## config.mk

```make
export PLATFORM = sky130hd
export DESIGN_NAME = fwz_cmd_fifo
export DESIGN_NICKNAME = d
export VERILOG_FILES = /design/src/design/forward_warp_zbuffer_core_macros.svh /design/src/design/fwz_pkg.sv /design/src/design/fwz_cmd_fifo.sv
export SDC_FILE = /design/constraint.sdc
export NUM_CORES = 1
export LEC_CHECK = 0
export BUFFER_PORTS_ARGS = -buffer_cell sky130_fd_sc_hd__buf_4
export CAP_MARGIN = 20
export CORE_ASPECT_RATIO = 2
export CORE_MARGIN = 5
export CORE_UTILIZATION = 55
export DETAILED_ROUTE_END_ITERATION = 10
export PLACE_DENSITY = 0.9
export RECOVER_POWER = 25
export SYNTH_ARGS = -nofsm -noshare
export SYNTH_HDL_FRONTEND = slang
export SYNTH_SLANG_ARGS = --single-unit
export TNS_END_PERCENT = 100
```

## constraint.sdc

```tcl
create_clock -name clock -period 6.6 [get_ports clock]
set_input_delay 0.33 -clock clock [delete_from_list [all_inputs] [get_ports clock]]
set_output_delay 0.33 -clock clock [all_outputs]
set_load 0.005 [all_outputs]
```

## src/design/forward_warp_zbuffer_core_macros.svh

```systemverilog
// assertion macros used by the forward warp z-buffer back module
`ifndef FORWARD_WARP_ZBUFFER_CORE_MACROS_SVH
`define FORWARD_WARP_ZBUFFER_CORE_MACROS_SVH

// same-cycle implication, sampled on clock, off during reset
`define FWZ_ASSERT_IMP(name, ante, cons, msg) \
   name: assert property (@(posedge clock) disable iff (reset) (ante) |-> (cons)) \
      else $error(msg);

// next-cycle implication, sampled on clock, off during reset
`define FWZ_ASSERT_NEXT(name, ante, cons, msg) \
   name: assert property (@(posedge clock) disable iff (reset) (ante) |=> (cons)) \
      else $error(msg);

`endif

```

## src/design/fwz_pkg.sv

```systemverilog
// shared types, constants and helpers of the forward warp z-buffer
package fwz_pkg;

   localparam int COORD_W   = 12;
   localparam int KEY_W     = 24;
   localparam int CSR_W     = 60;
   localparam int CSR_IDX_W = 3;

   // action codes
   localparam logic ACT_PROJECT = 1'b0;
   localparam logic ACT_READ    = 1'b1;

   // register indexes
   localparam logic [CSR_IDX_W-1:0] CSR_ROT0  = 3'd0;
   localparam logic [CSR_IDX_W-1:0] CSR_ROT1  = 3'd1;
   localparam logic [CSR_IDX_W-1:0] CSR_ROT2  = 3'd2;
   localparam logic [CSR_IDX_W-1:0] CSR_TRANS = 3'd3;
   localparam logic [CSR_IDX_W-1:0] CSR_K0    = 3'd4;
   localparam logic [CSR_IDX_W-1:0] CSR_K1    = 3'd5;

   // register reset values
   localparam logic [53:0] ROT0_RST  = 54'd65536;
   localparam logic [53:0] ROT1_RST  = 54'd4294967296;
   localparam logic [53:0] ROT2_RST  = 54'd1125899906842624;
   localparam logic [59:0] TRANS_RST = 60'd0;
   localparam logic [53:0] K0_RST    = 54'd32;
   localparam logic [53:0] K1_RST    = 54'd8589934592;

   localparam logic [7:0]       PIX_EMPTY = 8'd255;
   localparam logic [7:0]       CNT_MAX   = 8'd255;
   localparam logic [KEY_W-1:0] KEY_MAX   = 24'hFFFFFF;

   typedef struct packed {
      logic              action;
      logic signed [23:0] point_x;
      logic signed [23:0] point_y;
      logic signed [23:0] point_z;
      logic [7:0]        intensity;
      logic [8:0]        read_col;
      logic [8:0]        read_row;
   } req_type;

   typedef struct packed {
      logic       landed;
      logic [8:0] target_col;
      logic [8:0] target_row;
      logic       became_front;
      logic [7:0] pixel_value;
      logic [7:0] hit_count;
      logic       is_hole;
   } rsp_type;

   // classified transaction from front to back
   typedef struct packed {
      logic               action;
      logic               live;
      logic [COORD_W-1:0] col;
      logic [COORD_W-1:0] row;
      logic [7:0]         intensity;
      logic [KEY_W-1:0]   key;
   } cmd_type;

   typedef struct packed {
      logic [KEY_W-1:0] depth;
      logic [7:0]       value;
      logic [7:0]       count;
   } pix_type;

   typedef enum logic [2:0] {
      F_IDLE, F_MUL, F_ACC, F_DSET, F_DIV, F_FIN, F_OUT
   } front_state_type;

   typedef enum logic [2:0] {
      B_CLEAR, B_IDLE, B_ADDR, B_READ, B_UPD
   } back_state_type;

   // signed 18-bit matrix entry j of a packed row
   function automatic logic signed [17:0] coef(input logic [53:0] r, input logic [1:0] j);
      logic signed [17:0] v;
      v = r[18*j +: 18];
      return v;
   endfunction

endpackage

```

## src/design/fwz_cmd_fifo.sv

```systemverilog
// two-entry queue between projection front and z-buffer back
module fwz_cmd_fifo import fwz_pkg::*; (
   input  logic    clock,
   input  logic    reset,
   input  logic    push,
   output logic    full,
   input  cmd_type din,
   input  logic    pop,
   output logic    empty,
   output cmd_type dout
);

   cmd_type    slot_ff [2];
   logic       wr_ptr_ff, rd_ptr_ff;
   logic [1:0] cnt_ff;
   logic       do_push, do_pop;

   assign full    = (cnt_ff == 2'd2);
   assign empty   = (cnt_ff == 2'd0);
   assign do_push = push && !full;
   assign do_pop  = pop && !empty;
   assign dout    = slot_ff[rd_ptr_ff];

   // pointers and fill count
   always_ff @(posedge clock) begin
      if (reset) begin
         wr_ptr_ff <= 1'b0;
         rd_ptr_ff <= 1'b0;
         cnt_ff    <= '0;
      end else begin
         if (do_push) begin
            wr_ptr_ff <= ~wr_ptr_ff;
         end
         if (do_pop) begin
            rd_ptr_ff <= ~rd_ptr_ff;
         end
         cnt_ff <= cnt_ff + 2'(do_push) - 2'(do_pop);
      end
   end

   // storage
   always_ff @(posedge clock) begin
      if (do_push) begin
         slot_ff[wr_ptr_ff] <= din;
      end
   end

endmodule

```

; ---- Yosys cells after proc, flatten, opt, wreduce, memory -nomap -nowiden
; Memory sizes are Yosys's and may differ from the RTL's. A register that Yosys moved wholly into a read port is not among the register bits.
; Index checks and enable logic that the tools add are counted.
[classes]
reduce_logical = 5
muxes = 4
n_eq_ne = 1
bitwise_logic = 2
n_addsub = 2
[ops]
columns = operator, n
row1 = 1-bit two-way mux, 4
row2 = 2-bit by 1-bit adder with 2-bit output, 1
row3 = 2-bit == test (second input constant), 1
row4 = 1-bit logical AND, 2
row5 = 1-bit logical NOT, 2
row6 = 2-bit logical NOT, 1
row7 = 1-bit NOT, 2
row8 = 2-bit by 1-bit subtractor with 2-bit output, 1
[word_totals]
elab_cells = 18
mem_bits_rw = 116
register_bits = 4
memories = 1
[memory_table]
columns = memory, depth, word_bits, rd, rd_clocked_by_memory_dff, wr, line
row1 = slot_ff, 2, 58, 1, 1, 1, fwz_cmd_fifo.sv:13  ; cmd_type slot_ff [2];

; ---- Depth between registers and ports, before layout
[depth]
depth_word = 5
depth_mapped = 8
mapped_depth_nobuf = 8

; ---- Worst setup path before layout
; No wires, ideal clock.
[synth_path]
path_type = flip-flop to flip-flop
from = register cnt_ff[0]
to = memory slot_ff[0][0] (netlist bit), enable pin
path_slack_ps = 4198
setup_ps = 412
t_arrival_ps = 1990
stages_incl_launch_ff = 5
n_path_buf = 0
period_less_slack_ps = 2402
cell_sequence = dfxtp_1 > nand2b_2 > inv_2 > or3_1 > inv_1
[synth_via]
elab_chain_cells = 5
[synth_rtl]
columns = element, line
row1 = start: declaration, fwz_cmd_fifo.sv:15  ; logic [1:0] cnt_ff;
row2 = start signal: assignment, fwz_cmd_fifo.sv:37  ; cnt_ff <= cnt_ff + 2'(do_push) - 2'(do_pop);
row3 = 2-bit == test, fwz_cmd_fifo.sv:18  ; assign full = (cnt_ff == 2'd2);
row4 = named net full, fwz_cmd_fifo.sv:6  ; output logic full,
row5 = 1-bit logical NOT, fwz_cmd_fifo.sv:20  ; assign do_push = push && !full;
row6 = 1-bit logical AND, fwz_cmd_fifo.sv:20
row7 = 1-bit two-way mux, fwz_cmd_fifo.sv:43  ; if (do_push) begin
row8 = 1-bit two-way mux (not written as such), fwz_cmd_fifo.sv:44  ; slot_ff[wr_ptr_ff] <= din;
row9 = end: declaration, fwz_cmd_fifo.sv:13
; The timed path passes the listed nets, and every way through them passes these cells.

==> results.txt <==
The run finished with clean final reports. The cell area that synthesis handed to floorplanning was 4420 µm². The detailed router used layers up to and including met4. The worst path uses 36.8% of the clock period. The startpoint identified for the worst hold timing path is din[9]. For the pin with the worst max-slew slack, the measured transition is 764 ps. The top cell types in the final layout, fill and taps aside, are sky130_fd_sc_hd__edfxtp_1 (116), sky130_fd_sc_hd__buf_4 (83), sky130_fd_sc_hd__mux2_2 (57), sky130_fd_sc_hd__clkbuf_4 (34), sky130_fd_sc_hd__clkbuf_16 (17). The worst-case clock skew is 4.79 ps. The signal on the critical path passes through buf_4 > mux2_2 > buf_4.

The critical path's largest stage delay is 590 ps. The endpoint arrival time on the critical path came out at 2100 ps. The number of clock buffers inserted by TritonCTS came out at 17. The number of rows created at floorplan came out at 46. The maximum root-to-sink buffer count is 2. The antenna diode count is 0. The vias after detailed routing came out at 2358. The first routing iteration left 123 violations.

The net count of the mapped netlist came out at 271. The path class of the tightest hold or removal check is input pin to flip-flop. The worst slew slack as a fraction of its limit is 49.1%.

The clock latency on the worst-skew pair is 400 ps. The number of antenna violations at the first check in global routing came out at 0. Power comes to 2.43 mW.

The relative area change from synthesis to final layout came out at 34.5%. The count of input and output buffers is 121. The critical-path maximum fanout is 40. The global placement routability congestion came out at 0.809. Dividing the detail-routed wire length by the instance count gives 19.0 µm. The share of synthesized cell area in and, or, nand and nor gates is 1.33%. The power dissipated by switching net loads is 0.576 mW. The sequential element share of the synthesized area came out at 81.2%. The total met2 wirelength after detailed routing is 4850 µm. The effective utilization at floorplan is 56.0%. The pre-antenna-repair detailed-routing pass consisted of 4 iterations. The H-tree was split into 4 levels. The switching share of power is 23.7%. After Yosys synthesis, XOR and XNOR cells account for 0.397% of the synthesized area.

The worst setup path category is flip-flop to output pin. The fraction of synthesized area in multiplexers came out at 14.8%. The internal power of the cells totals 1.85 mW. In the routed layout, each cell is associated on average with a via count of 5.22.

The TritonCTS clock tree is done. In the final design database the tool counted 408 nets. The post-synthesis average cell area is 21.3 µm². The first-pass GRT wire length is 13100 µm. The slowest stage of the critical path belongs to the cell sky130_fd_sc_hd__dfxtp_2.

The clock share of power is 34.3%. Setup repair after global routing left no endpoint under its margin. The area fraction in compound gates after synthesis came out at 0.397%. The clock transition at the registers of the reported paths is 50 ps. In this run the static leakage power is 2.25 nW. Counting instances, the worst hold path has a depth of 1. The post-cts resize count came out at 0. The worst ir drop on vdd is 0.000487 V.

Pin placement for this block handled 122 I/O pins. The number of storage elements in the synthesis netlist is 121. The final number of setup-violating endpoints came out at 0. The number of max-slew violations in the final report came out at 0. Among the stages of the critical path, the cell type that occurs most often is sky130_fd_sc_hd__buf_4. The adder-cell share of the synthesized area is 0.567%. In the global route stage, overall resource usage came out at 18.6%. Yosys printed 0 warnings. The maximum clock frequency is 0.412 GHz.

The count of hold-fix buffers inserted at cts came out at 0. The library cell used most frequently in the layout, excluding fill and tap cells, is sky130_fd_sc_hd__edfxtp_1. The number of remaining DRC errors is 0. The startpoint kind of the worst setup timing path is a flip-flop. The buffer cell driving the clock tree root is sky130_fd_sc_hd__clkbuf_16.

Entering global routing, the biggest net connects 59 pins. For the final routed database, the setup TNS stands at 0 ps. Once detail routing completed, the nets flagged for antenna violations numbered 0. STA classifies the critical path endpoint as an output pin. For the finished layout, the period the worst path requires is 2430 ps. In this run the power density over the cells is 409 nW/µm².

The depth of the worst register-to-register path is 5. The detailed router put a total of 2660 µm of wire on met1. The floorplan die area is 10000 µm².

Buffers added to address setup during post-CTS repair amount to 0. The source of the worst register-to-register timing path is cnt_ff[0]. The sum of met3 wire segment lengths after detailed routing is 619 µm. After synthesis, the largest family of logic cells by area is multiplexers. The number of distinct standard cells referenced by the synthesized netlist is 23. The placeable core region came out at 7890 µm². The wire length after detailed routing came out at 8590 µm.

The setup check on the worst reg-to-reg path leaves a slack of 4630 ps. The count of endpoints failing hold in the final timing report was 0. The height of the chip is 137 µm. STA puts the critical path data required time at 6270 ps. The max-cap check violation count is 0. Synthesis handed over a netlist of 207 instances. The placed wire-length estimate after detailed placement came out at 5890 µm. The number of global-route vias before repair came out at 2664. The endpoint identified for the worst register-to-register timing path is slot_ff[0][18]. In this run, the combinational gates consume 23.3% of the power. The hold-critical path endpoint is slot_ff[0][9].

Of the cells placed in the final design, the portion with a size suffix greater than 1 is 57.3%. The sequential share of power is 42.4%. The overall die width is 73.4 µm. The global route total overflow came out at 0.

The clock sink count is 121.
==> worst max-delay path by stage <==
stage	start	to	slack, ps	cells past startpoint
finish	flip-flop	dout[19]	4170	3
global route	flip-flop	dout[19]	4050	3
CTS	flip-flop	dout[19]	4100	3
detailed placement	flip-flop	dout[19]	4540	3
global placement	flip-flop	dout[5]	4570	3
floorplan	cnt_ff[0]	slot_ff[0][0]	4200	4
==> through the flow <==
stage | area [µm²] | hold WS (ps) | utilization, % | std cells | setup slack [ps]
4_1_cts | 5970 | 92.9 | 75.7 | 452 | 4100
6_report | 5940 | 118 | 75.3 | 452 | 4170
3_5_place_dp | 5420 | 483 | 68.8 | 421 | 4540
3_3_place_gp | 5420 | 462 | 68.8 | 421 | 4570
5_1_grt | 5940 | 98.0 | 75.3 | 452 | 4050
2_1_floorplan | 4420 | 399 | - | 207 | 4200
==> area by class of cell <==
type	count	area (µm²)
sequential	121	3580
tap	96	120
timing repair buffer	124	905
fill	466	1940
clock buffer	21	440
clock inverter	10	104
multi-input combinational	76	772
inverter	4	15.0
==> layer usage <==
metal	vias up	track usage, %
li1	1087	-
met1	1136	16.3
met2	97	32.8
met5	-	0
met3	38	8.09
met4	0	12.3
==> sequential cells by signal (all words and copies together) (netlist names), named ones only <==
name	flops
slot_ff	116
cnt_ff	2
rd_ptr_ff	1
wr_ptr_ff	1
==> synthesized netlist by cell type <==
master / n / area (µm²)
sky130_fd_sc_hd__buf_2: 3 / 15.0
sky130_fd_sc_hd__buf_6: 2 / 22.5
sky130_fd_sc_hd__mux2_1: 1 / 11.3
sky130_fd_sc_hd__nand2_1: 1 / 3.75
sky130_fd_sc_hd__xor2_1: 1 / 8.76
sky130_fd_sc_hd__nor3_1: 1 / 5.00
sky130_fd_sc_hd__and3_2: 1 / 7.51
sky130_fd_sc_hd__and2_1: 1 / 6.26
sky130_fd_sc_hd__xnor2_1: 1 / 8.76
sky130_fd_sc_hd__nor2b_1: 1 / 6.26
sky130_fd_sc_hd__o21ai_0: 1 / 5.00
sky130_fd_sc_hd__nand2b_2: 1 / 8.76
sky130_fd_sc_hd__or3_1: 1 / 6.26
sky130_fd_sc_hd__a21oi_1: 1 / 5.00
sky130_fd_sc_hd__inv_1: 3 / 11.3
sky130_fd_sc_hd__nor2_1: 4 / 15.0
sky130_fd_sc_hd__o21a_1: 1 / 7.51
sky130_fd_sc_hd__ha_1: 2 / 25.0
sky130_fd_sc_hd__dfxtp_1: 5 / 100
sky130_fd_sc_hd__buf_4: 1 / 7.51
sky130_fd_sc_hd__mux2_2: 57 / 642
sky130_fd_sc_hd__inv_2: 1 / 3.75
sky130_fd_sc_hd__edfxtp_1: 116 / 3480
==> critical path, delay by kind of cell (launching register included) <==
kind | cells | cell delay (ps)
multiplexers | 1 | 420
flip-flops | 1 | 590
buffers and inverters | 2 | 680
==> logic make-up (layout without fill, tap and decap cells) <==
kind of cell	after synthesis	count (layout)
flip-flops	121	121
multiplexers	58	58
AND/OR/NAND/NOR	11	11
buffers and inverters	10	159
AO/OA/AOI/OAI	3	3
adder cells (fa/ha/maj)	2	2
XOR/XNOR	2	2
==> power groups by stage <==
stage                     combinational, mW  clock [mW]  sequential (mW)
after detailed placement              0.579           0             1.05
final                                 0.566       0.834             1.03
after floorplan                       0.307           0             1.02
after global placement                0.563           0             1.04
after CTS                             0.584       0.850             1.03
after global routing                  0.611       0.888             1.04
Power figures use the tool's default switching activity.
