<file path="src/design/forward_warp_zbuffer_core_macros.svh">
// assertion macros used by the forward warp z-buffer back module
`ifndef FORWARD_WARP_ZBUFFER_CORE_MACROS_SVH
`define FORWARD_WARP_ZBUFFER_CORE_MACROS_SVH

// same-cycle implication, sampled on clock, off during reset
`define FWZ_ASSERT_IMP(name, ante, cons, msg) \
   name: assert property (@(posedge clock) disable iff (reset) (ante) |-> (cons)) \
      else $error(msg);

// next-cycle implication, sampled on clock, off during reset
`define FWZ_ASSERT_NEXT(name, ante, cons, msg) \
   name: assert property (@(posedge clock) disable iff (reset) (ante) |=> (cons)) \
      else $error(msg);

`endif

</file>
<file path="src/design/fwz_pkg.sv">
// shared types, constants and helpers of the forward warp z-buffer
package fwz_pkg;

   localparam int COORD_W   = 12;
   localparam int KEY_W     = 24;
   localparam int CSR_W     = 60;
   localparam int CSR_IDX_W = 3;

   // action codes
   localparam logic ACT_PROJECT = 1'b0;
   localparam logic ACT_READ    = 1'b1;

   // register indexes
   localparam logic [CSR_IDX_W-1:0] CSR_ROT0  = 3'd0;
   localparam logic [CSR_IDX_W-1:0] CSR_ROT1  = 3'd1;
   localparam logic [CSR_IDX_W-1:0] CSR_ROT2  = 3'd2;
   localparam logic [CSR_IDX_W-1:0] CSR_TRANS = 3'd3;
   localparam logic [CSR_IDX_W-1:0] CSR_K0    = 3'd4;
   localparam logic [CSR_IDX_W-1:0] CSR_K1    = 3'd5;

   // register reset values
   localparam logic [53:0] ROT0_RST  = 54'd65536;
   localparam logic [53:0] ROT1_RST  = 54'd4294967296;
   localparam logic [53:0] ROT2_RST  = 54'd1125899906842624;
   localparam logic [59:0] TRANS_RST = 60'd0;
   localparam logic [53:0] K0_RST    = 54'd32;
   localparam logic [53:0] K1_RST    = 54'd8589934592;

   localparam logic [7:0]       PIX_EMPTY = 8'd255;
   localparam logic [7:0]       CNT_MAX   = 8'd255;
   localparam logic [KEY_W-1:0] KEY_MAX   = 24'hFFFFFF;

   typedef struct packed {
      logic              action;
      logic signed [23:0] point_x;
      logic signed [23:0] point_y;
      logic signed [23:0] point_z;
      logic [7:0]        intensity;
      logic [8:0]        read_col;
      logic [8:0]        read_row;
   } req_type;

   typedef struct packed {
      logic       landed;
      logic [8:0] target_col;
      logic [8:0] target_row;
      logic       became_front;
      logic [7:0] pixel_value;
      logic [7:0] hit_count;
      logic       is_hole;
   } rsp_type;

   // classified transaction from front to back
   typedef struct packed {
      logic               action;
      logic               live;
      logic [COORD_W-1:0] col;
      logic [COORD_W-1:0] row;
      logic [7:0]         intensity;
      logic [KEY_W-1:0]   key;
   } cmd_type;

   typedef struct packed {
      logic [KEY_W-1:0] depth;
      logic [7:0]       value;
      logic [7:0]       count;
   } pix_type;

   typedef enum logic [2:0] {
      F_IDLE, F_MUL, F_ACC, F_DSET, F_DIV, F_FIN, F_OUT
   } front_state_type;

   typedef enum logic [2:0] {
      B_CLEAR, B_IDLE, B_ADDR, B_READ, B_UPD
   } back_state_type;

   // signed 18-bit matrix entry j of a packed row
   function automatic logic signed [17:0] coef(input logic [53:0] r, input logic [1:0] j);
      logic signed [17:0] v;
      v = r[18*j +: 18];
      return v;
   endfunction

endpackage

</file>
<file path="src/design/fwz_front.sv">
// projection front: config registers, shared multiplier, divider, classification
module fwz_front import fwz_pkg::*; #(
   parameter int IMG_WIDTH  = 512,
   parameter int IMG_HEIGHT = 512
) (
   input  logic                 clock,
   input  logic                 reset,
   input  logic                 csr_we,
   input  logic [CSR_IDX_W-1:0] csr_index,
   input  logic [CSR_W-1:0]     csr_wdata,
   input  logic                 req_push,
   output logic                 req_full,
   input  req_type              req_data,
   input  logic                 hold,
   output logic                 cmd_vld,
   input  logic                 cmd_ready,
   output cmd_type              cmd_data
);

   localparam int MAX_DIM = (IMG_WIDTH > IMG_HEIGHT) ? IMG_WIDTH : IMG_HEIGHT;
   localparam int QW      = $clog2(MAX_DIM) + 1;
   localparam int STEP_W  = $clog2(QW);
   localparam int PROD_W  = 52;
   localparam int ACC_W   = 56;
   localparam int C_W     = 34;
   localparam int REM_W   = 58;

   logic [53:0] rot_ff [3];
   logic [53:0] kmat_ff [2];
   logic [59:0] trans_ff;

   front_state_type state_ff, state_in;
   logic [1:0]  row_ff, col_ff;
   logic        proj_ff;
   logic [STEP_W-1:0] step_ff;

   logic signed [23:0]     p_ff [3];
   logic [7:0]             int_ff;
   logic signed [PROD_W-1:0] prod_ff;
   logic signed [ACC_W-1:0]  acc_ff, un_ff, vn_ff;
   logic signed [C_W-1:0]    c_ff [3];
   logic [REM_W-1:0]       rem_u_ff, rem_v_ff;
   logic [QW-1:0]          q_u_ff, q_v_ff;
   logic                   ovf_u_ff, ovf_v_ff, neg_u_ff, neg_v_ff;
   cmd_type                cmd_ff;

   logic accept;
   logic signed [17:0]       mul_a;
   logic signed [C_W-1:0]    mul_b;
   logic signed [PROD_W-1:0] prod_in;
   logic signed [ACC_W-1:0]  acc_sum;
   logic signed [19:0]       tr_sel;
   logic signed [C_W-1:0]    c_new;
   logic                     c_nonpos;
   logic [REM_W-1:0]         dd, trial, abs_u, abs_v, n_u, n_v;
   logic                     land_u, land_v, read_in;
   cmd_type                  cmd_read, cmd_fin;

   // configuration registers
   always_ff @(posedge clock) begin
      if (reset) begin
         rot_ff[0]  <= ROT0_RST;
         rot_ff[1]  <= ROT1_RST;
         rot_ff[2]  <= ROT2_RST;
         trans_ff   <= TRANS_RST;
         kmat_ff[0] <= K0_RST;
         kmat_ff[1] <= K1_RST;
      end else if (csr_we) begin
         unique case (csr_index)
            CSR_ROT0:  rot_ff[0]  <= csr_wdata[53:0];
            CSR_ROT1:  rot_ff[1]  <= csr_wdata[53:0];
            CSR_ROT2:  rot_ff[2]  <= csr_wdata[53:0];
            CSR_TRANS: trans_ff   <= csr_wdata;
            CSR_K0:    kmat_ff[0] <= csr_wdata[53:0];
            CSR_K1:    kmat_ff[1] <= csr_wdata[53:0];
            default: ;
         endcase
      end
   end

   // multiplier operands: rotation pass or projection pass
   always_comb begin
      mul_a   = proj_ff ? coef(kmat_ff[row_ff[0]], col_ff) : coef(rot_ff[row_ff], col_ff);
      mul_b   = proj_ff ? c_ff[col_ff] : C_W'(p_ff[col_ff]);
      prod_in = mul_a * mul_b;
      acc_sum = acc_ff + ACC_W'(prod_ff);
      tr_sel  = trans_ff[20*row_ff +: 20];
      c_new   = C_W'(acc_sum >>> 12) + (C_W'(tr_sel) <<< 4);
      c_nonpos = c_new[C_W-1] || (c_new == '0);
   end

   // divider operands: round half away from zero as (2|n| + d) / 2d
   always_comb begin
      dd    = REM_W'({c_ff[2][32:0], 6'b0});
      trial = dd << step_ff;
      abs_u = REM_W'(un_ff[ACC_W-1] ? -un_ff : un_ff);
      abs_v = REM_W'(vn_ff[ACC_W-1] ? -vn_ff : vn_ff);
      n_u   = (abs_u << 1) + REM_W'({c_ff[2][32:0], 5'b0});
      n_v   = (abs_v << 1) + REM_W'({c_ff[2][32:0], 5'b0});
      land_u = !ovf_u_ff && (32'(q_u_ff) < IMG_WIDTH) && (!neg_u_ff || q_u_ff == '0);
      land_v = !ovf_v_ff && (32'(q_v_ff) < IMG_HEIGHT) && (!neg_v_ff || q_v_ff == '0);
   end

   // result transactions
   always_comb begin
      read_in = (32'(req_data.read_col) < IMG_WIDTH) && (32'(req_data.read_row) < IMG_HEIGHT);
      cmd_read           = '0;
      cmd_read.action    = ACT_READ;
      cmd_read.live      = read_in;
      cmd_read.col       = COORD_W'(req_data.read_col);
      cmd_read.row       = COORD_W'(req_data.read_row);
      cmd_fin            = '0;
      cmd_fin.action     = ACT_PROJECT;
      cmd_fin.live       = land_u && land_v;
      cmd_fin.col        = COORD_W'(q_u_ff);
      cmd_fin.row        = COORD_W'(q_v_ff);
      cmd_fin.intensity  = int_ff;
      cmd_fin.key        = (|c_ff[2][C_W-1:28]) ? KEY_MAX : c_ff[2][27:4];
   end

   // next state
   always_comb begin
      state_in = state_ff;
      unique case (state_ff)
         F_IDLE: if (accept) begin
            state_in = (req_data.action == ACT_READ) ? F_OUT : F_MUL;
         end
         F_MUL: state_in = F_ACC;
         F_ACC: begin
            if (col_ff != 2'd2) begin
               state_in = F_MUL;
            end else if (!proj_ff) begin
               state_in = (row_ff == 2'd2 && c_nonpos) ? F_OUT : F_MUL;
            end else begin
               state_in = (row_ff == 2'd0) ? F_MUL : F_DSET;
            end
         end
         F_DSET: state_in = F_DIV;
         F_DIV:  if (step_ff == '0) begin
            state_in = F_FIN;
         end
         F_FIN:  state_in = F_OUT;
         F_OUT:  if (cmd_ready) begin
            state_in = F_IDLE;
         end
         default: state_in = F_IDLE;
      endcase
   end

   // handshake outputs
   always_comb begin
      req_full = (state_ff != F_IDLE) || hold;
      cmd_vld  = (state_ff == F_OUT);
      accept   = req_push && !req_full;
   end

   // control registers
   always_ff @(posedge clock) begin
      if (reset) begin
         state_ff <= F_IDLE;
         row_ff   <= '0;
         col_ff   <= '0;
         proj_ff  <= 1'b0;
         step_ff  <= '0;
      end else begin
         state_ff <= state_in;
         if (state_ff == F_IDLE) begin
            row_ff  <= '0;
            col_ff  <= '0;
            proj_ff <= 1'b0;
         end else if (state_ff == F_ACC) begin
            if (col_ff != 2'd2) begin
               col_ff <= col_ff + 2'd1;
            end else begin
               col_ff <= '0;
               if (!proj_ff && row_ff == 2'd2) begin
                  row_ff  <= '0;
                  proj_ff <= 1'b1;
               end else begin
                  row_ff <= row_ff + 2'd1;
               end
            end
         end
         if (state_ff == F_DSET) begin
            step_ff <= STEP_W'(QW - 1);
         end else if (state_ff == F_DIV) begin
            step_ff <= step_ff - 1'b1;
         end
      end
   end

   // datapath
   always_ff @(posedge clock) begin
      unique case (state_ff)
         F_IDLE: if (accept) begin
            p_ff[0] <= req_data.point_x;
            p_ff[1] <= req_data.point_y;
            p_ff[2] <= req_data.point_z;
            int_ff  <= req_data.intensity;
            acc_ff  <= '0;
            cmd_ff  <= cmd_read;
         end
         F_MUL: prod_ff <= prod_in;
         F_ACC: begin
            if (col_ff != 2'd2) begin
               acc_ff <= acc_sum;
            end else begin
               acc_ff <= '0;
               if (!proj_ff) begin
                  c_ff[row_ff] <= c_new;
                  cmd_ff <= '0;
               end else if (row_ff == 2'd0) begin
                  un_ff <= acc_sum;
               end else begin
                  vn_ff <= acc_sum;
               end
            end
         end
         F_DSET: begin
            rem_u_ff <= n_u;
            rem_v_ff <= n_v;
            ovf_u_ff <= n_u >= (dd << QW);
            ovf_v_ff <= n_v >= (dd << QW);
            neg_u_ff <= un_ff[ACC_W-1];
            neg_v_ff <= vn_ff[ACC_W-1];
            q_u_ff   <= '0;
            q_v_ff   <= '0;
         end
         F_DIV: begin
            if (rem_u_ff >= trial) begin
               rem_u_ff        <= rem_u_ff - trial;
               q_u_ff[step_ff] <= 1'b1;
            end
            if (rem_v_ff >= trial) begin
               rem_v_ff        <= rem_v_ff - trial;
               q_v_ff[step_ff] <= 1'b1;
            end
         end
         F_FIN: cmd_ff <= cmd_fin;
         default: ;
      endcase
   end

   assign cmd_data = cmd_ff;

endmodule

</file>
<file path="config.mk">
export PLATFORM = sky130hd
export DESIGN_NAME = fwz_front
export DESIGN_NICKNAME = d
export VERILOG_FILES = /design/src/design/forward_warp_zbuffer_core_macros.svh /design/src/design/fwz_pkg.sv /design/src/design/fwz_front.sv
export SDC_FILE = /design/constraint.sdc
export NUM_CORES = 2
export LEC_CHECK = 0
export BUFFER_PORTS_ARGS = -buffer_cell sky130_fd_sc_hd__buf_2
export CORE_ASPECT_RATIO = 1.1
export CORE_MARGIN = 1.5
export CORE_UTILIZATION = 55
export CTS_CLUSTER_SIZE = 12
export DETAILED_ROUTE_END_ITERATION = 7
export PLACE_DENSITY = 0.75
export SYNTH_ARGS = -nofsm -noshare
export SYNTH_HDL_FRONTEND = slang
export SYNTH_SLANG_ARGS = --single-unit
</file>
<file path="constraint.sdc">
create_clock -name clock -period 10.9 [get_ports clock]
set_input_delay 2.18 -clock clock [delete_from_list [all_inputs] [get_ports clock]]
set_output_delay 2.18 -clock clock [all_outputs]
set_load 0.02 [all_outputs]
</file>
* Word-level counts from Yosys, hierarchy flattened
Memory sizes are Yosys's and may differ from the RTL's. A register that Yosys moved wholly into a read port is not among the register bits. Index checks and enable logic that the tools add are counted.
Cells by class: add/subtract/negate cells 11, multipliers 3, divide/modulo/power cells 0, $lt $le $gt $ge 8, equal/unequal tests 20, shift operators 4, muxes and demuxes 77, bitwise operators 9, reductions and logical operators 44
Operators by type and width (count):
- 58-bit two-way mux | 5
- 54-bit two-way mux | 5
- 58-bit case mux with 2 select lines | 2
- 58-bit case mux with 3 select lines | 1
- 58-bit by 38-bit adder with 58-bit output | 2
- 58-bit by 49-bit greater-or-equal comparator with 1-bit output | 2
- 58-bit greater-or-equal comparator | 2
- 58-bit subtractor | 2
- 57-bit two-way mux | 2
- 56-bit negation with 57-bit output | 2
- 56-bit two-way mux | 2
- 56-bit case mux with 2 select lines | 1
- 54-bit by 8-bit indexed part select with 18-bit output | 2
- 60-bit by 8-bit indexed part select with 20-bit output | 1
- 39-bit by 4-bit << shifter with 58-bit output | 1
- 56-bit by 52-bit adder with 56-bit output | 1
- 18-bit by 34-bit multiplier with 52-bit output | 1
- 10-bit case mux with 2 select lines | 2
- 34-bit by 24-bit adder with 34-bit output | 1
- 34-bit logical NOT | 1
- 34-bit two-way mux | 1
- 1-bit two-way mux | 32
- 24-bit two-way mux | 1
- 3-bit two-way mux | 7
- other kinds (36) | 97
Word-level totals: register bits 498, latch bits 0, memory bits (writable) 444, bits in read-only memories 0, memories 4
Memory list:
- rot_ff | words 3, bits a word 54, rd ports 1, clocked after Yosys merged registers in 1, write ports 3, line fwz_front.sv:28 | logic [53:0] rot_ff [3];
- kmat_ff | words 2, bits a word 54, rd ports 1, clocked after Yosys merged registers in 1, write ports 2, line fwz_front.sv:29 | logic [53:0] kmat_ff [2];
- c_ff | words 3, bits a word 34, rd ports 2, clocked after Yosys merged registers in 1, write ports 1, line fwz_front.sv:41 | logic signed [C_W-1:0] c_ff [3];
- p_ff | words 3, bits a word 24, rd ports 1, clocked after Yosys merged registers in 1, write ports 3, line fwz_front.sv:37 | logic signed [23:0] p_ff [3];

* Longest topological paths before layout
depth after elaboration 10, gate-level depth with buffers 34, mapped depth without buffers 31

* Worst setup path after synthesis
Ideal clock, no wire load.
path kind input to register, start point input hold, end point register cmd_ff, in the netlist cmd_data[0] (enable), arrival time 9.011 ns, path slack 1.343 ns, cell stages on the path 5, path buffers 1, cell sequence nor4_1 > and2_1 > clkbuf_1 > a31oi_1 > o31ai_1
On the way: word-level cells in the longest chain between the ends 5
RTL lines:
- start, declared | line fwz_front.sv:14 | input logic hold,
- 1-bit logical OR | line fwz_front.sv:152 | req_full = (state_ff != F_IDLE) || hold;
- 1-bit logical NOT | line fwz_front.sv:154 | accept = req_push && !req_full;
- 1-bit logical AND | line fwz_front.sv:154
- 2-bit inequality test (no line)
- 4-bit AND reduction (no line)
- end signal, assigned | line fwz_front.sv:201 | cmd_ff <= cmd_read;
- end signal, assigned | line fwz_front.sv:239 | F_FIN: cmd_ff <= cmd_fin;
- end, declared | line fwz_front.sv:45 | cmd_type cmd_ff;
Every way passes these cells. A chain may end at the register's enable or synchronous reset.

* Final worst setup path
start point register proj_ff, end point register prod_ff[51] (data pin)
On the way: word-level cells in the longest chain between the ends 2
RTL lines:
- start, declared | line fwz_front.sv:34 | logic proj_ff;
- start signal, assigned | line fwz_front.sv:163 | proj_ff <= 1'b0;
- start signal, assigned | line fwz_front.sv:170 | proj_ff <= 1'b0;
- start signal, assigned | line fwz_front.sv:178 | proj_ff <= 1'b1;
- 18-bit two-way mux or 34-bit two-way mux (tied branches) | line fwz_front.sv:83, fwz_front.sv:84
- 18-bit by 34-bit multiplier with 52-bit output (*) | line fwz_front.sv:85 | prod_in = mul_a * mul_b;
- net prod_in[51] | line fwz_front.sv:50 | logic signed [PROD_W-1:0] prod_in;
- end signal, assigned | line fwz_front.sv:203 | F_MUL: prod_ff <= prod_in;
- end, declared | line fwz_front.sv:39 | logic signed [PROD_W-1:0] prod_ff;
Mark *: on every way through the listed nets, which the timed path passes. The rest lies on a longest branch.

==> summary.txt <==
Die
  • Num ports: 228
  • Die area: 139,000 µm²
  • Area of the core: 136,000 µm²
  • # rows: 142
  • Starting Density: 55.4%
  • Die H: 392 µm
  • Die width: 356 µm

Job
  • Maxcap violations: 0

Placement
  • Post-DP HPWL: 182,000 µm
  • Pre-CTS setup slack: 1.42 ns
  • Placer's final routability congestion estimate: 1.06
  • Placed Area: 78,900 µm²
  • Port bufs: 223

Status
  • Status: finished with violations
  • Failing checks: DRC

Yosys
  • Async SR Flop Fraction: 0%
  • Synthesized cell area: 75,500 µm²
  • Mean Syn Cell Area: 10.2 µm²
  • Post-synthesis cell count: 7,383
  • Post-synth EDFFs: 864
  • Primary FF master, synth: edfxtp_1
  • Post-synthesis sequential area ratio: 36.4%
  • Flip-flop and latch count after synthesis: 940
  • Yosys warns: 0
  • Post-synth cell types: 98

Detailed routing
  • Detailed router's first-iteration violation count: 5,199
  • Drt pass-1 iters: 8
  • Final antenna-violating net count: 0
  • Drt drc: 16
  • Vias: 58.4k
  • Total wire length: 235,000 µm
  • Drt via density: 6.22
  • WL per Instance: 25.0 µm

Clock tree
  • Number of hold buffers added after cts: 0
  • Clock latency on the worst-skew pair: 0.74 ns
  • CTS tree: built
  • Cts bufs inserted: 101
  • Clock buffer depth: 3
  • Number of setup buffers added after CTS: 0
  • Clock Tree Root: clkbuf_16
  • Sink Count: 940
  • Clk pin slew, worst setup/hold paths: 0.06 ns
  • H-tree depth: 3
  • Post_cts resized: 0

Final layout
  • Most frequent cells in the layout: nand2_1 (970), edfxtp_1 (864), inv_1 (735)
  • Area Overhead vs Synth: 8.94%
  • Ratio of cells with drive above 1 in the final layout: 9.45%
  • Most common cell after layout, fill and taps aside: nand2_1
  • Finished Cell Area: 82,200 µm²
  • Nets: 8,712

STA
  • Hold slack final: 0.454 ns
  • Final setup viols: 0
  • Fin crit period: 9.62 ns
  • Final setup margin: 1.28 ns
  • Fmax: 0.104 GHz
  • Slew @ Worst Pin: 1.37 ns
  • RSZ-0062 raised after global routing: no
  • Slew HR: 8.02%
  • Setup_tns: 0 ns
  • Period utilization: 88.3%
  • Clk_skew: 0.0642 ns
  • Final-report max-slew violation count: 0
  • Hold violation total from the final report: 0

Setup path
  • Setup crit start kind: flip-flop
  • CP max stage delay: 0.95 ns
  • CP max-delay cell: a21oi_2
  • Worst Setup End Kind: flip-flop
  • Most frequent CP cell: fa_1
  • Critical path class: flip-flop to flip-flop
  • Arrival time at the worst endpoint: 10.09 ns
  • Critical Path RT: 11.37 ns
  • Worst reg-to-reg setup slack: 1.28 ns
  • CP max FO: 60

GRT
  • Total grt overflow: 0
  • First-pass GRT wire length: 354,000 µm
  • Vias in the first global route: 59.1k
  • Largest net degree at the start of global routing: 78
  • Tot GR Track Use: 33.8%
  • Initial antenna violation count: 13

Min path
  • Hold Path Class: flip-flop to flip-flop
[state kept, by name (all words and copies together) (netlist names), 4 cells and up, named ones only]
signal    cells
c_ff        102
trans_ff     60
acc_ff       56
kmat_ff     108
prod_ff      52
vn_ff        56
int_ff        8
q_u_ff       10
cmd_data     54
q_v_ff       10
un_ff        56
rem_u_ff     57
rem_v_ff     57
p_ff         72
rot_ff      162
step_ff       4
[area by class of cell]
cell class | instances | area, µm²
fillers | 11200 | 54000
multi-input cells | 5372 | 44300
flip-flops and latches | 940 | 27500
clock buffers | 152 | 2830
inverters | 738 | 2770
well taps | 1800 | 2250
repair buffers | 359 | 2140
clock inverters | 35 | 492
diodes | 2 | 5.00
[through the flow]
step,utilization [%],cells
floorplan,-,7386
global placement,57.9,9209
detailed placement,57.9,9209
CTS,60.3,9396
global route,60.3,9397
finish,60.3,9398
[worst max-delay path: cells and delay by family (launching register included)]
family,cells,cell delay (ns)
adders and majority gates,7,3.56
muxes,1,0.35
DFF,1,0.53
AOI/OAI and AO/OA,9,2.96
xor gates and xnor gates,1,0.10
buffers and inverters,4,0.89
and+or+nand+nor,4,0.89
[cells by family after synthesis]
logic type      Yosys count  share of synthesized area (%)
mux                     246                           4.25
simple gates           2191                           13.6
xor+xnor                407                           4.72
fa+ha+maj              1032                           23.0
compound gates         1492                           12.7
buf+inv                1074                           5.38
other cells               1                        0.00497
flops                   940                           36.4
[cells in the mapped netlist, types with 53 or more instances]
cell / instances / area, µm²
and2_1: 261 / 1630
fa_1: 589 / 11800
a21oi_1: 440 / 2200
o21ai_0: 307 / 1540
xnor2_1: 275 / 2410
nor2_1: 405 / 1520
o31ai_1: 58 / 435
nor3_1: 72 / 360
clkbuf_1: 296 / 1110
ha_1: 443 / 5540
a21o_1: 202 / 1520
xor2_1: 132 / 1160
nand3_1: 100 / 500
nand4_1: 73 / 457
edfxtp_1: 864 / 25900
nand2_1: 971 / 3640
mux4_2: 57 / 1280
a31oi_1: 57 / 357
dfxtp_1: 76 / 1520
mux2i_1: 163 / 1630
inv_1: 735 / 2760
o21bai_1: 53 / 398
[metal layers]
| metal | up-vias | wire length [µm] | part of all wire (%) | GRT usage (%) |
|---|---|---|---|---|
| met4 | 2 | 16100 | 6.8 | 19.7 |
| met2 | 2858 | 112000 | 48 | 56.7 |
| met3 | 639 | 18700 | 8.0 | 5.11 |
| met1 | 28900 | 87800 | 37 | 41.5 |
| li1 | 26000 | - | - | - |
| met5 | - | 13 | 0.0055 | 0 |
[worst paths after layout]
| check | end | startpoint | depth (start not counted) |
|---|---|---|---|
| max | prod_ff[51]$_DFFE_PP_ | proj_ff$_SDFFE_PP0P_ | 26 |
| min | trans_ff[1]$_SDFFE_PP0P_ | trans_ff[1]$_SDFFE_PP0P_ | 2 |
| max reg2reg | prod_ff[51]$_DFFE_PP_ | proj_ff$_SDFFE_PP0P_ | 26 |
| min reg2reg | trans_ff[1]$_SDFFE_PP0P_ | trans_ff[1]$_SDFFE_PP0P_ | 2 |
Power is left out: the tool's default activity adds up to more than one toggle a clock period on the data nets, which glitch-free logic cannot reach.
